`src/hdl/nnalu_pkg.sv`:
```
// Package for the natural-number ALU: opcodes, result codes, beat types,
// sequencer states and the status bundle of the shared adder.
// No dependencies.
package nnalu_pkg;

  localparam int WIDTH_DEF = 32;
  localparam int FIELD_W   = 32;

  localparam logic [2:0] OP_ADD = 3'd0;
  localparam logic [2:0] OP_SUB = 3'd1;
  localparam logic [2:0] OP_MUL = 3'd2;
  localparam logic [2:0] OP_DIV = 3'd3;
  localparam logic [2:0] OP_MOD = 3'd4;
  localparam logic [2:0] OP_CMP = 3'd5;
  localparam logic [2:0] OP_GCD = 3'd6;

  localparam logic [1:0] ORD_LESS    = 2'd0;
  localparam logic [1:0] ORD_EQUAL   = 2'd1;
  localparam logic [1:0] ORD_GREATER = 2'd2;

  localparam logic [1:0] FLT_NONE    = 2'd0;
  localparam logic [1:0] FLT_UNDER   = 2'd1;
  localparam logic [1:0] FLT_ZERODIV = 2'd2;

  typedef struct packed {
    logic [2:0]         opcode;
    logic [FIELD_W-1:0] operand_a;
    logic [FIELD_W-1:0] operand_b;
  } in_item_t;

  typedef struct packed {
    logic [FIELD_W-1:0] value;
    logic [1:0]         order;
    logic [1:0]         fault;
  } out_item_t;

  typedef enum logic [2:0] {
    ST_IDLE,
    ST_ALU,
    ST_MUL,
    ST_CHK,
    ST_DIV,
    ST_FIN
  } state_t;

  typedef struct packed {
    logic carry;
    logic zero;
  } unit_stat_t;

endpackage

```
`src/hdl/nnalu_addsub.sv`:
```
// Shared adder/subtractor of the natural-number ALU.
// Depends on nnalu_pkg (unit_stat_t).
module nnalu_addsub #(
  parameter int WIDTH = nnalu_pkg::WIDTH_DEF
) (
  input  logic [WIDTH:0]       lhs,
  input  logic [WIDTH-1:0]     rhs,
  input  logic                 sub,
  output logic [WIDTH:0]       res,
  output nnalu_pkg::unit_stat_t stat
);

  logic [WIDTH:0]   rhs_ext;
  logic [WIDTH:0]   rhs_eff;
  logic [WIDTH+1:0] sum;

  assign rhs_ext = {1'b0, rhs};
  assign rhs_eff = sub ? ~rhs_ext : rhs_ext;
  assign sum     = {1'b0, lhs} + {1'b0, rhs_eff} + (WIDTH+2)'(sub);

  assign res        = sum[WIDTH:0];
  // carry out of a subtract means no borrow: lhs >= rhs
  assign stat.carry = sum[WIDTH+1];
  assign stat.zero  = (sum[WIDTH-1:0] == '0);

endmodule

```
`src/hdl/natural_number_alu_with_gcd.sv`:
```
// Top level of the natural-number ALU with Euclidean GCD.
// Depends on nnalu_pkg and nnalu_addsub.
//
// Usage:
//   in_valid / in_stall / in_data carry one beat: opcode and two operands.
//   out_valid / out_stall / out_data carry one result beat: value, order
//   (three-way compare code) and fault (underflow or zero divisor).
//   Every input beat gives exactly one result beat, in order.
// Sequencing (states from the accepting edge to out_valid):
//   add, sub, compare: ALU, FIN; zero divisor: CHK, FIN; unused opcode: FIN.
//   multiply: MUL, one bit a cycle (shift-and-add), then FIN.
//   divide, remainder: CHK, DIV one bit a cycle (restoring division), then FIN.
//   gcd: one CHK and DIV pass per remainder round, then FIN; up to about
//   1.44 * WIDTH rounds.
//   All work goes through one WIDTH+1 bit adder, so only one item is in
//   flight; in_stall is high from the accepting edge until the sequencer
//   is back in idle, so a new beat can be taken in the same cycle that out_valid rises.
// Reset (rst_n low, synchronous) returns the sequencer to idle and drops
// out_valid. A finished result sits in the output register; the next beat
// is taken while it waits. If out_stall holds the register, a later item
// waits in its final state until the register frees up.
module natural_number_alu_with_gcd #(
  parameter int WIDTH = nnalu_pkg::WIDTH_DEF
) (
  input  logic                 clk,
  input  logic                 rst_n,
  input  logic                 in_valid,
  output logic                 in_stall,
  input  nnalu_pkg::in_item_t  in_data,
  output logic                 out_valid,
  input  logic                 out_stall,
  output nnalu_pkg::out_item_t out_data
);

  localparam int CNT_W = (WIDTH > 1) ? $clog2(WIDTH) : 1;
  localparam int FW    = nnalu_pkg::FIELD_W;

  nnalu_pkg::state_t    state_r, state_nxt;
  logic [2:0]           op_r, op_nxt;
  logic [WIDTH-1:0]     x_r, x_nxt;
  logic [WIDTH-1:0]     y_r, y_nxt;
  logic [WIDTH-1:0]     acc_r, acc_nxt;
  logic [CNT_W-1:0]     cnt_r, cnt_nxt;
  logic [1:0]           ord_r, ord_nxt;
  logic [1:0]           flt_r, flt_nxt;
  logic                 out_valid_r, out_valid_nxt;
  nnalu_pkg::out_item_t out_data_r, out_data_nxt;

  // shared adder hookup
  logic [WIDTH:0]        u_lhs;
  logic [WIDTH-1:0]      u_rhs;
  logic                  u_sub;
  logic [WIDTH:0]        u_res;
  nnalu_pkg::unit_stat_t u_stat;

  logic             in_fire;
  logic             out_free;
  logic             cnt_last;
  logic             y_zero;
  logic [WIDTH-1:0] rem_step;
  logic [WIDTH-1:0] quo_step;

  nnalu_addsub #(
    .WIDTH (WIDTH)
  ) u_addsub (
    .lhs  (u_lhs),
    .rhs  (u_rhs),
    .sub  (u_sub),
    .res  (u_res),
    .stat (u_stat)
  );

  assign in_stall  = (state_r != nnalu_pkg::ST_IDLE);
  assign in_fire   = in_valid && !in_stall;
  assign out_free  = !out_valid_r || !out_stall;
  assign cnt_last  = (cnt_r == CNT_W'(WIDTH - 1));
  assign y_zero    = (y_r == '0);
  assign out_valid = out_valid_r;
  assign out_data  = out_data_r;

  // Restoring division step: keep the trial difference on no borrow,
  // else restore the shifted partial remainder.
  assign rem_step = u_stat.carry ? u_res[WIDTH-1:0] : u_lhs[WIDTH-1:0];
  assign quo_step = {x_r[WIDTH-2:0], u_stat.carry};

  // Operand select for the shared adder
  always_comb begin
    unique case (state_r)
      nnalu_pkg::ST_MUL: begin
        u_lhs = {1'b0, acc_r};
        u_rhs = x_r;
        u_sub = 1'b0;
      end
      nnalu_pkg::ST_DIV: begin
        u_lhs = {acc_r, x_r[WIDTH-1]};
        u_rhs = y_r;
        u_sub = 1'b1;
      end
      default: begin
        u_lhs = {1'b0, x_r};
        u_rhs = y_r;
        u_sub = (op_r != nnalu_pkg::OP_ADD);
      end
    endcase
  end

  // Next state
  always_comb begin
    state_nxt = state_r;
    unique case (state_r)
      nnalu_pkg::ST_IDLE: begin
        if (in_valid) begin
          unique case (in_data.opcode) inside
            nnalu_pkg::OP_ADD, nnalu_pkg::OP_SUB, nnalu_pkg::OP_CMP:
              state_nxt = nnalu_pkg::ST_ALU;
            nnalu_pkg::OP_MUL:
              state_nxt = nnalu_pkg::ST_MUL;
            nnalu_pkg::OP_DIV, nnalu_pkg::OP_MOD, nnalu_pkg::OP_GCD:
              state_nxt = nnalu_pkg::ST_CHK;
            default:
              state_nxt = nnalu_pkg::ST_FIN;
          endcase
        end
      end
      nnalu_pkg::ST_ALU: state_nxt = nnalu_pkg::ST_FIN;
      nnalu_pkg::ST_MUL: begin
        if (cnt_last) state_nxt = nnalu_pkg::ST_FIN;
      end
      nnalu_pkg::ST_CHK: begin
        state_nxt = y_zero ? nnalu_pkg::ST_FIN : nnalu_pkg::ST_DIV;
      end
      nnalu_pkg::ST_DIV: begin
        if (cnt_last) begin
          state_nxt = (op_r == nnalu_pkg::OP_GCD) ? nnalu_pkg::ST_CHK
                                                   : nnalu_pkg::ST_FIN;
        end
      end
      nnalu_pkg::ST_FIN: begin
        if (out_free) state_nxt = nnalu_pkg::ST_IDLE;
      end
      default: state_nxt = nnalu_pkg::ST_IDLE;
    endcase
  end

  // Datapath and output register
  always_comb begin
    op_nxt        = op_r;
    x_nxt         = x_r;
    y_nxt         = y_r;
    acc_nxt       = acc_r;
    cnt_nxt       = cnt_r;
    ord_nxt       = ord_r;
    flt_nxt       = flt_r;
    // drop the result once the receiver takes it
    out_valid_nxt = out_valid_r && out_stall;
    out_data_nxt  = out_data_r;

    unique case (state_r)
      nnalu_pkg::ST_IDLE: begin
        if (in_fire) begin
          op_nxt  = in_data.opcode;
          x_nxt   = WIDTH'(in_data.operand_a);
          y_nxt   = WIDTH'(in_data.operand_b);
          acc_nxt = '0;
          cnt_nxt = '0;
          ord_nxt = nnalu_pkg::ORD_LESS;
          flt_nxt = nnalu_pkg::FLT_NONE;
        end
      end
      nnalu_pkg::ST_ALU: begin
        unique case (op_r)
          nnalu_pkg::OP_ADD: acc_nxt = u_res[WIDTH-1:0];
          nnalu_pkg::OP_SUB: begin
            if (u_stat.carry) begin
              acc_nxt = u_res[WIDTH-1:0];
            end else begin
              flt_nxt = nnalu_pkg::FLT_UNDER;
            end
          end
          default: begin
            // compare: borrow means less, zero difference means equal
            if (!u_stat.carry) ord_nxt = nnalu_pkg::ORD_LESS;
            else if (u_stat.zero) ord_nxt = nnalu_pkg::ORD_EQUAL;
            else ord_nxt = nnalu_pkg::ORD_GREATER;
          end
        endcase
      end
      nnalu_pkg::ST_MUL: begin
        if (y_r[0]) acc_nxt = u_res[WIDTH-1:0];
        x_nxt   = {x_r[WIDTH-2:0], 1'b0};
        y_nxt   = {1'b0, y_r[WIDTH-1:1]};
        cnt_nxt = cnt_r + CNT_W'(1);
      end
      nnalu_pkg::ST_CHK: begin
        acc_nxt = '0;
        cnt_nxt = '0;
        if (y_zero) begin
          if (op_r == nnalu_pkg::OP_GCD) begin
            acc_nxt = x_r;
          end else begin
            flt_nxt = nnalu_pkg::FLT_ZERODIV;
          end
        end
      end
      nnalu_pkg::ST_DIV: begin
        acc_nxt = rem_step;
        x_nxt   = quo_step;
        cnt_nxt = cnt_r + CNT_W'(1);
        if (cnt_last) begin
          unique case (op_r)
            nnalu_pkg::OP_DIV: acc_nxt = quo_step;
            nnalu_pkg::OP_MOD: acc_nxt = rem_step;
            default: begin
              // next Euclid round: (x, y) <- (y, x mod y)
              x_nxt = y_r;
              y_nxt = rem_step;
            end
          endcase
        end
      end
      nnalu_pkg::ST_FIN: begin
        if (out_free) begin
          out_valid_nxt      = 1'b1;
          out_data_nxt.value = FW'(acc_r);
          out_data_nxt.order = ord_r;
          out_data_nxt.fault = flt_r;
        end
      end
      default: ;
    endcase
  end

  always_ff @(posedge clk) begin
    if (!rst_n) begin
      state_r     <= nnalu_pkg::ST_IDLE;
      out_valid_r <= 1'b0;
      cnt_r       <= '0;
    end else begin
      state_r     <= state_nxt;
      out_valid_r <= out_valid_nxt;
      cnt_r       <= cnt_nxt;
    end
  end

  always_ff @(posedge clk) begin
    op_r       <= op_nxt;
    x_r        <= x_nxt;
    y_r        <= y_nxt;
    acc_r      <= acc_nxt;
    ord_r      <= ord_nxt;
    flt_r      <= flt_nxt;
    out_data_r <= out_data_nxt;
  end

  // Only one item in flight: an accepted beat blocks the next cycle
  a_busy_after_accept: assert property (@(posedge clk) disable iff (!rst_n)
    in_fire |=> in_stall)
    else $error("input accepted while an item was in flight");

  // Faulted results carry a zero value
  a_fault_zero_value: assert property (@(posedge clk) disable iff (!rst_n)
    out_valid && (out_data.fault != nnalu_pkg::FLT_NONE) |-> (out_data.value == '0))
    else $error("faulted result with nonzero value");

  // A nonzero order code only comes from a compare, which has no value or fault
  a_order_only_cmp: assert property (@(posedge clk) disable iff (!rst_n)
    out_valid && (out_data.order != nnalu_pkg::ORD_LESS) |->
      (out_data.value == '0) && (out_data.fault == nnalu_pkg::FLT_NONE))
    else $error("order code set on a non-compare result");

  // Each division round starts from a cleared bit counter
  a_div_starts_clean: assert property (@(posedge clk) disable iff (!rst_n)
    (state_r == nnalu_pkg::ST_CHK) |=> (cnt_r == '0))
    else $error("division round started with stale counter");

endmodule

```
`config.mk`:
```
export PLATFORM = sky130hd
export DESIGN_NAME = natural_number_alu_with_gcd
export DESIGN_NICKNAME = d
export VERILOG_FILES = /design/src/hdl/nnalu_pkg.sv /design/src/hdl/nnalu_addsub.sv /design/src/hdl/natural_number_alu_with_gcd.sv
export SDC_FILE = /design/constraint.sdc
export NUM_CORES = 1
export LEC_CHECK = 0
export ABC_CLOCK_PERIOD_IN_PS = 6130
export BUFFER_PORTS_ARGS = -buffer_cell sky130_fd_sc_hd__buf_2
export CELL_PAD_IN_SITES_DETAIL_PLACEMENT = 1
export CELL_PAD_IN_SITES_GLOBAL_PLACEMENT = 2
export CORE_MARGIN = 2
export CORE_UTILIZATION = 30
export DETAILED_ROUTE_END_ITERATION = 8
export HOLD_SLACK_MARGIN = 0.03
export PLACE_DENSITY_LB_ADDON = 0.05
export SLEW_MARGIN = 20
export SYNTH_ARGS = -nofsm -noshare
export SYNTH_HDL_FRONTEND = slang
export SYNTH_SLANG_ARGS = --single-unit
```
`constraint.sdc`:
```
create_clock -name clk -period 6.13 [get_ports clk]
set_input_delay 0 -clock clk [delete_from_list [all_inputs] [get_ports clk]]
set_output_delay 0 -clock clk [all_outputs]
set_load 0.1 [all_outputs]
```
======== Word level (Yosys, flattened, before mapping) ========
Index checks and enable logic that the tools add are counted.
cells by class
  add/subtract/negate cells ............... 3
  $mul .................................... 0
  div/mod/pow operators ................... 0
  $lt $le $gt $ge ......................... 0
  equal/unequal tests ..................... 30
  shift-type cells ........................ 0
  multiplexer cells ....................... 44
  bitwise operators ....................... 1
  reductions and logical operators ........ 32
operators by type and width
  operator                                                               count
  32-bit 2-to-1 mux                                                      15
  32-bit one-hot mux with 3 select lines                                 2
  32-bit one-hot mux with 5 select lines                                 1
  33-bit one-hot mux with 2 select lines                                 1
  32-bit zero test                                                       2
  32-bit one-hot mux with 2 select lines                                 1
  33-bit by 33-bit adder with 34-bit output                              1
  34-bit by 1-bit adder with 34-bit output                               1
  33-bit 2-to-1 mux                                                      1
  32-bit inverter with 33-bit output                                     1
  2-bit inequality test, second input constant                           12
  3-bit equality test, second input constant                             7
  3-bit one-hot mux with 6 select lines                                  1
  2-bit 2-to-1 mux                                                       8
  3-bit by 2-bit equality test with 1-bit output, second input constant  5
  3-bit 2-to-1 mux                                                       5
  5-bit one-hot mux with 3 select lines                                  1
  3-bit nonzero test                                                     5
  3-bit by 1-bit equality test with 1-bit output, second input constant  3
  3-bit zero test                                                        3
  3-bit one-hot mux with 3 select lines                                  1
  2-bit AND reduction                                                    4
  4-bit AND reduction                                                    2
  2-bit one-hot mux with 3 select lines                                  1
  other kinds (18)                                                       26
word-level totals
  register bits after elaboration ......... 148
  latch bits .............................. 0
  RAM bits ................................ 0
  ROM bits ................................ 0
  logic and storage cells ................. 122
  memories kept ........................... 0

======== Logic depth before layout (Yosys ltp) ========
Gate-level depths: netlist (run 1).
  depth in word-level cells ............... 11
  depth in mapped cells ................... 21

======== Cells and area by module ========
From an unflattened synthesis (run 1), not the netlist that was laid out.
unflattened totals
  cells, all modules ...................... 1203
  area total of the unflattened synthesis .. 11310.8 um^2
modules (own cells, without submodules)
  module                       instances  cells an instance  area each (um^2)
  natural_number_alu_with_gcd  1          906                9130.0
  nnalu_addsub                 1          297                2180.8

======== Worst setup path after synthesis (run 1) ========
No wires, ideal clock.
  kind .................................... register -> register
  start ................................... reg state_r[2]
  end ..................................... reg acc_r[0], enable pin
  library setup time ...................... 477 ps
  arrival ................................. 6256 ps
  path slack .............................. -603 ps
  cell stages (with the launch flop) ...... 20
  buffers on the path ..................... 5
  clock period less this slack ............ 6733 ps
  cell sequence ........................... dfxtp_1 buf_6 clkbuf_1 nand2_1 nand2_1 clkbuf_1 xnor2_1 a21oi_1 ha_1 clkbuf_1 a21oi_1 o21a_1 o31ai_1 a221oi_1 inv_1 a31oi_4 o21bai_4 buf_4 o221ai_1 a222oi_1
on the way
  cells in the longest elaborated chain, start to end .. 8
  elaborated cells on any way between the ends .. 21
  classes of those cells .................. add/sub (2); eq/ne (8); mux (4); bitwise (1); reduce/logical (6)
RTL lines
  what                                                               line                                                                   source
  from (decl)                                                        natural_number_alu_with_gcd.sv:38                                      nnalu_pkg::state_t state_r, state_nxt;
  from (signal assigned)                                             natural_number_alu_with_gcd.sv:235                                     state_r <= nnalu_pkg::ST_IDLE;
  from (signal assigned)                                             natural_number_alu_with_gcd.sv:239                                     state_r <= state_nxt;
  3-bit by 2-bit equality test with 1-bit output                     natural_number_alu_with_gcd.sv:88, natural_number_alu_with_gcd.sv:158
  32-bit 2-to-1 mux                                                  natural_number_alu_with_gcd.sv:88                                      unique case (state_r)
  32-bit inverter with 33-bit output                                 nnalu_addsub.sv:18                                                     assign rhs_eff = sub ? ~rhs_ext : rhs_ext;
  33-bit 2-to-1 mux                                                  nnalu_addsub.sv:18
  33-bit by 33-bit adder with 34-bit output                          nnalu_addsub.sv:19                                                     assign sum = {1'b0, lhs} + {1'b0, rhs_eff} + (WIDTH+2)'(sub);
  34-bit by 1-bit adder with 34-bit output                           nnalu_addsub.sv:19
  3-bit by 2-bit inequality test with 1-bit output (no source line)  n/a
  5-bit AND reduction (no source line) *                             n/a
  to (signal assigned)                                               natural_number_alu_with_gcd.sv:249                                     acc_r <= acc_nxt;
  to (decl)                                                          natural_number_alu_with_gcd.sv:42                                      logic [WIDTH-1:0] acc_r, acc_nxt;
Mark *: on every way between the ends. The rest lies on a longest branch, timed or not.
A chain may end at the register's enable or synchronous reset.

======== Worst setup path in the final report (run 1) ========
  start ................................... reg state_r[0]
  end ..................................... reg ord_r[1] (data pin)
on the way
  cells in the longest elaborated chain, start to end .. 11
  elaborated cells on any way between the ends .. 16
  classes of those cells .................. add/sub (2); eq/ne (3); mux (8); bitwise (1); reduce/logical (2)
RTL lines
  what                                            line                                source
  3-bit by 2-bit equality test with 1-bit output  natural_number_alu_with_gcd.sv:88
  32-bit 2-to-1 mux                               natural_number_alu_with_gcd.sv:88
  32-bit inverter with 33-bit output              nnalu_addsub.sv:18
  33-bit 2-to-1 mux                               nnalu_addsub.sv:18
  33-bit by 33-bit adder with 34-bit output       nnalu_addsub.sv:19
  34-bit by 1-bit adder with 34-bit output        nnalu_addsub.sv:19
  32-bit zero test                                nnalu_addsub.sv:24                  assign stat.zero = (sum[WIDTH-1:0] == '0);
  2-bit 2-to-1 mux                                natural_number_alu_with_gcd.sv:183  else if (u_stat.zero) ord_nxt = nnalu_pkg::ORD_EQUAL;
  2-bit 2-to-1 mux                                natural_number_alu_with_gcd.sv:182  if (!u_stat.carry) ord_nxt = nnalu_pkg::ORD_LESS;
  2-bit 2-to-1 mux                                natural_number_alu_with_gcd.sv:171  unique case (op_r)
  2-bit one-hot mux with 2 select lines *         natural_number_alu_with_gcd.sv:158  unique case (state_r)
  to (signal assigned)                            natural_number_alu_with_gcd.sv:250  ord_r <= ord_nxt;
  to (decl)                                       natural_number_alu_with_gcd.sv:44   logic [1:0] ord_r, ord_nxt;
Mark *: on every way between the ends. The rest lies on a longest branch, timed or not. The select of a mux whose other input is x is not followed.

==> results of run 1 <==
[metal layers]
metal | vias to the layer above | routed length, um | track usage [%] | part of all wire [%]
met5 | - | 11 | 0 | 0.025
met4 | 2 | 648 | 5.54 | 1.4
met3 | 38 | 1570 | 3.02 | 3.5
met2 | 238 | 21400 | 39.8 | 48
met1 | 5246 | 21200 | 33.0 | 47
li1 | 4817 | - | - | -
[cell families after synthesis]
| logic type | count (synthesis) | share of synthesized area (%) |
|---|---|---|
| AO/OA/AOI/OAI | 474 | 31.3 |
| AND/OR/NAND/NOR | 280 | 13.0 |
| flip-flops | 148 | 40.5 |
| buffers and inverters | 136 | 5.13 |
| XOR/XNOR | 53 | 4.32 |
| adder cells (fa/ha/maj) | 34 | 4.03 |
| multiplexers | 16 | 1.62 |
[stage by stage]
stage,hold WS (ps),std cells
3_3_place_gp,283,1661
2_1_floorplan,98.9,1141
3_5_place_dp,277,1661
4_1_cts,36.6,1762
6_report,63.5,1762
5_1_grt,64.7,1762
[cells in the final DEF (no fill, tap or decap), drive strengths merged, types with 8 or more instances in the layout]
cell,n
buf,143
edfxtp,139
a21oi,102
nor2,77
o21ai,75
nand2,70
dlygate4sd3,69
inv,53
o22ai,52
a22oi,50
xnor2,43
a222oi,40
ha,33
o22a,30
nor2b,26
o221ai,23
clkbuf,19
nand4,18
nor3,17
o21a,16
mux2i,15
nand3,13
o221a,12
nor4,12
o21bai,11
and2,10
xor2,10
dfxtp,9
or2,8
[path summary, 6_finish.rpt]
path                             to  cells after the start  slack (ps)
max          ord_r[1]$_SDFFCE_PP0P_                     16         470
min                y_r[0]$_DFFE_PP_                      4          60
max reg2reg  ord_r[1]$_SDFFCE_PP0P_                     16         470
min reg2reg   out_data[0]$_DFFE_PP_                      0         420
[repair_timing]
item,in CTS,in global routing
hold buffers,69,0
hold endpoints to repair,75,0
setup buffers,0,0
[flip-flops by register name, summed over array words and instances (netlist names)]
name       cells
acc_r         32
ord_r          2
out_valid      1
flt_r          2
cnt_r          5
y_r           32
op_r           3
x_r           32
state_r        3
out_data      36
[cell type report]
class                   instances  area (sq um)
inverters                      52           195
clock inverters                13           180
multi-input cells             857          5890
fillers                      4054         22300
repair buffers                212          1490
well taps                     461           577
clock buffers                  19           433
flip-flops and latches        148          4360
[worst reg2reg max path, cell delays in order (launching register included)]
cell	delay [ps]
dfxtp_1	670
buf_4	280
or3b_4	540
mux2i_4	440
a31o_4	220
nand2_1	120
fa_1	470
nor2b_1	190
o211a_1	220
o21ai_0	260
o211ai_1	490
mux2_2	430
nor2b_1	140
nand4_1	200
nor4b_1	380
nand4_1	190
nor2b_1	170
==> results.sh, run 1 <==
export IMPL_status="finished clean"
export IMPL_cap_viol_max_count=0
export IMPL_num_rows=69
export IMPL_initial_core_util_pct=30.3
export IMPL_drtIter0Drc=978
export IMPL_worst_path_buf_inv=1
export IMPL_cts_resized_gates=0
export IMPL_synth_edf_count=139
export IMPL_numCtsBuffers=17
export IMPL_synth_distinct_cells=78
export IMPL_clkLatencyLatePin_ps=460
export IMPL_post_route_util_pct=37.1
export IMPL_path_common_cell="nor2b_1"
export IMPL_layout_setup_ws_ps=473
export IMPL_grt_max_degree=59
export IMPL_synthFlopType="edfxtp_1"
export IMPL_yosys_cell_count_top_type="edfxtp_1"
export IMPL_critPathRequiredTime_ps=6350
export IMPL_dp_hpwl_mm=31.9
export IMPL_final_cell_area_sq_um=13100
export IMPL_dieArea_sq_um=37300
export IMPL_ys_async_sr_fraction_pct=0
export IMPL_gp_congestion=0.879
export IMPL_syn_nets=1246
export IMPL_critPathArrivalTime_ps=5880
export IMPL_rsz0062_at_grt="no"
export IMPL_drc_errors=0
export IMPL_grt_pass1_vias=10400
export IMPL_first_pass_iters=5
export IMPL_grt_overflow_total=0
export IMPL_slew_violations=0
export IMPL_viasPerCell=5.87
export IMPL_syn_inst=1141
export IMPL_hold_class="input port to flip-flop"
export IMPL_syn_avg_cell_area_sq_um=9.41
export IMPL_core_sq_um=35400
export IMPL_yosys_top_cells_area="edfxtp_1 39%, a21oi_1 4.8%, ha_1 3.8%, a222oi_1 3.7%, xnor2_1 3.5%"
export IMPL_ioPinCount=109
export IMPL_htreeDepth=4
export IMPL_min_period_over_period_pct=92.3
export IMPL_vias=10300
export IMPL_setup_violations=0
export IMPL_drt_antenna_violating_nets=0
export IMPL_areaGrowthSynthToFinish_pct=22.3
export IMPL_synth_top_area_share_pct=38.9
export IMPL_fin_crit_ps=5660
export IMPL_io_buffers=108
export IMPL_cp_start_kind="flip-flop"
export IMPL_path_delay_family="simple AND/OR/NAND/NOR gates"
export IMPL_clock_path_buffers=2
export IMPL_hold_viol_final=0
export IMPL_cts_sinks=148
export IMPL_yosysSeqAreaShare_pct=40.5
export IMPL_finalWirelength_mm=44.8
export IMPL_min_from="in_data[0]"
export IMPL_fin_nets=1393
export IMPL_dp_slack_ps=447
export IMPL_grt_pass1_wl_mm=67.9
export IMPL_wire_per_inst_um=25.4
export IMPL_tns_ps=0
export IMPL_yosysTopAreaCell="edfxtp_1"
export IMPL_clkTransAtPathRegs_ps=70
export IMPL_skew_ps=9.80
export IMPL_end_kind="flip-flop"
export IMPL_reg2reg_from="state_r[0]$_SDFFE_PN0P_"
export IMPL_startpoint="state_r[0]$_SDFFE_PN0P_"
export IMPL_grt_usage_pct=23.9
export IMPL_yosys_warnings=0
export IMPL_drive_gt1_share_pct=16.7
export IMPL_path_cells="buf_4, or3b_4, mux2i_4, a31o_4, nand2_1, fa_1, nor2b_1, o211a_1, o21ai_0, o211ai_1, mux2_2, nor2b_1, nand4_1, nor4b_1, nand4_1, nor2b_1"
export IMPL_die_w_um=193
export IMPL_yosys_top_cells_count="139 x edfxtp_1, 102 x a21oi_1, 76 x nor2_1, 72 x o21ai_0, 70 x nand2_1"
export IMPL_crit_type="flip-flop to flip-flop"
export IMPL_synth_area_sq_um=10700
export IMPL_max_slew_margin_pct=32.3
export IMPL_yosys_register_bits=148
export IMPL_dieHeight_um=193
export IMPL_placed_area_sq_um=11800
export IMPL_crit_fanout=47
export IMPL_cts_tree="done"
export IMPL_antenna_cells=0
export IMPL_tightest_slew_ps=1010
export IMPL_critical_path_max_stage_delay_ps=670
export IMPL_grt_antenna_before_repair=2
export IMPL_fmax_ghz=0.177
export IMPL_crit_slowest_cell="dfxtp_1"
export IMPL_clk_root_buffer_cell="clkbuf_16"
Power of run 1 is not shown: default switching activity piles up to over one toggle a cycle in this logic, so the estimate is an artifact.
==> inputs of run 2 (changes only) <==
==> constraint.sdc (replaced) <==
create_clock -name clk -period 6.13 [get_ports clk]
set_input_delay 0.3065 -clock clk [delete_from_list [all_inputs] [get_ports clk]]
set_output_delay 0.3065 -clock clk [all_outputs]
set_load 0.1 [all_outputs]
==> results.sh, run 2 (synthesis gave the netlist of run 1 again) <==
export IMPL_critPathArrivalTime_ps=5860
export IMPL_crit_type="flip-flop to flip-flop"
export IMPL_die_w_um=193
export IMPL_drtIter0Drc=966
export IMPL_finalWirelength_mm=44.3
export IMPL_clkTransAtPathRegs_ps=70
export IMPL_antenna_cells=0
export IMPL_min_period_over_period_pct=92.1
export IMPL_slew_violations=0
export IMPL_drt_antenna_violating_nets=0
export IMPL_viasPerCell=5.92
export IMPL_num_rows=69
export IMPL_wire_per_inst_um=26.2
export IMPL_grt_usage_pct=23.6
export IMPL_clkLatencyLatePin_ps=460
export IMPL_drc_errors=0
export IMPL_r2r_cells=16
export IMPL_startpoint="state_r[0]$_SDFFE_PN0P_"
export IMPL_dieHeight_um=193
export IMPL_initial_core_util_pct=30.3
export IMPL_cts_tree="done"
export IMPL_hold_buffers=0
export IMPL_setup_violations=0
export IMPL_fin_crit_ps=5640
export IMPL_multi_input_area_sq_um=5890
export IMPL_layout_commonest_cell="edfxtp_1"
export IMPL_drive_gt1_share_pct=17.6
export IMPL_cp_start_kind="flip-flop"
export IMPL_dp_hpwl_mm=31.9
export IMPL_clock_path_buffers=2
export IMPL_dieArea_sq_um=37300
export IMPL_mostFrequentLayoutCells="139 x edfxtp_1, 108 x buf_2, 101 x a21oi_1, 74 x nor2_1, 72 x o21ai_0"
export IMPL_end_kind="flip-flop"
export IMPL_cp_endpoint="ord_r[1]$_SDFFCE_PP0P_"
export IMPL_fmax_ghz=0.177
export IMPL_hold_class="input port to flip-flop"
export IMPL_placed_area_sq_um=11800
export IMPL_cap_viol_max_count=0
export IMPL_grt_max_degree=59
export IMPL_hold_viol_final=0
export IMPL_cts_sinks=148
export IMPL_clk_root_buffer_cell="clkbuf_16"
export IMPL_areaGrowthSynthToFinish_pct=15.8
export IMPL_tightest_slew_ps=1030
export IMPL_crit_fanout=47
export IMPL_worstReg2RegEnd="ord_r[1]$_SDFFCE_PP0P_"
export IMPL_layout_setup_ws_ps=486
export IMPL_grt_pass1_wl_mm=66.8
export IMPL_cts_resized_gates=0
export IMPL_core_sq_um=35400
export IMPL_largest_reg_flops=36
export IMPL_htreeDepth=4
export IMPL_ioPinCount=109
export IMPL_skew_ps=9.27
export IMPL_final_seq_area_sq_um=4360
export IMPL_vias=10000
export IMPL_rsz0062_at_grt="no"
export IMPL_reg2reg_from="state_r[0]$_SDFFE_PN0P_"
export IMPL_first_pass_iters=6
export IMPL_max_slew_margin_pct=31.1
export IMPL_gp_congestion=0.879
export IMPL_tns_ps=0
export IMPL_dp_slack_ps=447
export IMPL_critPathRequiredTime_ps=6350
export IMPL_cts_setup_buffers=0
export IMPL_worst_r2r_setup_slack_ps=490
export IMPL_grt_antenna_before_repair=2
export IMPL_fillCellCount=4079
export IMPL_grt_pass1_vias=10100
export IMPL_status="finished clean"
export IMPL_fin_nets=1324
export IMPL_numCtsBuffers=17
export IMPL_final_cell_area_sq_um=12400
export IMPL_io_buffers=108
export IMPL_grt_overflow_total=0
-- run 2: changes by cell type in the layout (fill, tap and decap cells not counted), sizes merged --
cell / before / now
dlygate4sd3: 69 / 0
-- run 2: worst max-delay path, stage by stage, from the launching register on --
cell and delay, ps:
dfxtp_1 640, buf_4 270, or3b_4 550, mux2i_4 430, a31o_4 210, nand2_1 120, fa_1 460, nor2b_1 190
o211a_1 220, o21ai_0 270, o211ai_1 490, mux2_2 430, nor2b_1 140, nand4_1 200, nor4b_1 380, nand4_1 190
nor2b_1 170
-- run 2: per-layer routing --
metal	track usage [%]	share of wire, %	vias up
met3	3.19	3.6	37
met4	5.54	1.5	2
met1	32.7	47	5065
met5	0	0.025	-
met2	39.0	48	243
li1	-	-	4673
-- run 2: cell type report --
cell class,count,share of cell area [%]
Clock buffer,19,3.48
Clock inverter,13,1.45
Inverter,52,1.57
Multi-Input combinational cell,857,47.4
Sequential cell,148,35.0
Tap cell,461,4.64
Timing Repair Buffer,143,6.46
-- run 2: how the worst min path moves through the flow --
stage / slack (ps) / from / to / cells after the start
floorplan: 400 / flt_r[0]$_DFFE_PP_ / out_data[0]$_DFFE_PP_ / 0
global placement: 400 / flt_r[1]$_DFFE_PP_ / out_data[1]$_DFFE_PP_ / 0
detailed placement: 410 / flt_r[0]$_DFFE_PP_ / out_data[0]$_DFFE_PP_ / 0
CTS: 100 / in_data[65] / op_r[1]$_DFFE_PP_ / 1
global route: 110 / in_data[65] / op_r[1]$_DFFE_PP_ / 1
finish: 130 / in_data[65] / op_r[1]$_DFFE_PP_ / 1
-- run 2: metrics by stage --
stage | instances | utilization [%] | hold slack [ps]
2_1_floorplan | 1141 | - | 400
3_3_place_gp | 1661 | 33.4 | 402
3_5_place_dp | 1661 | 33.4 | 408
4_1_cts | 1693 | 35.1 | 100
5_1_grt | 1693 | 35.1 | 112
6_report | 1693 | 35.1 | 129
Power of run 2 is left out for the same reason.
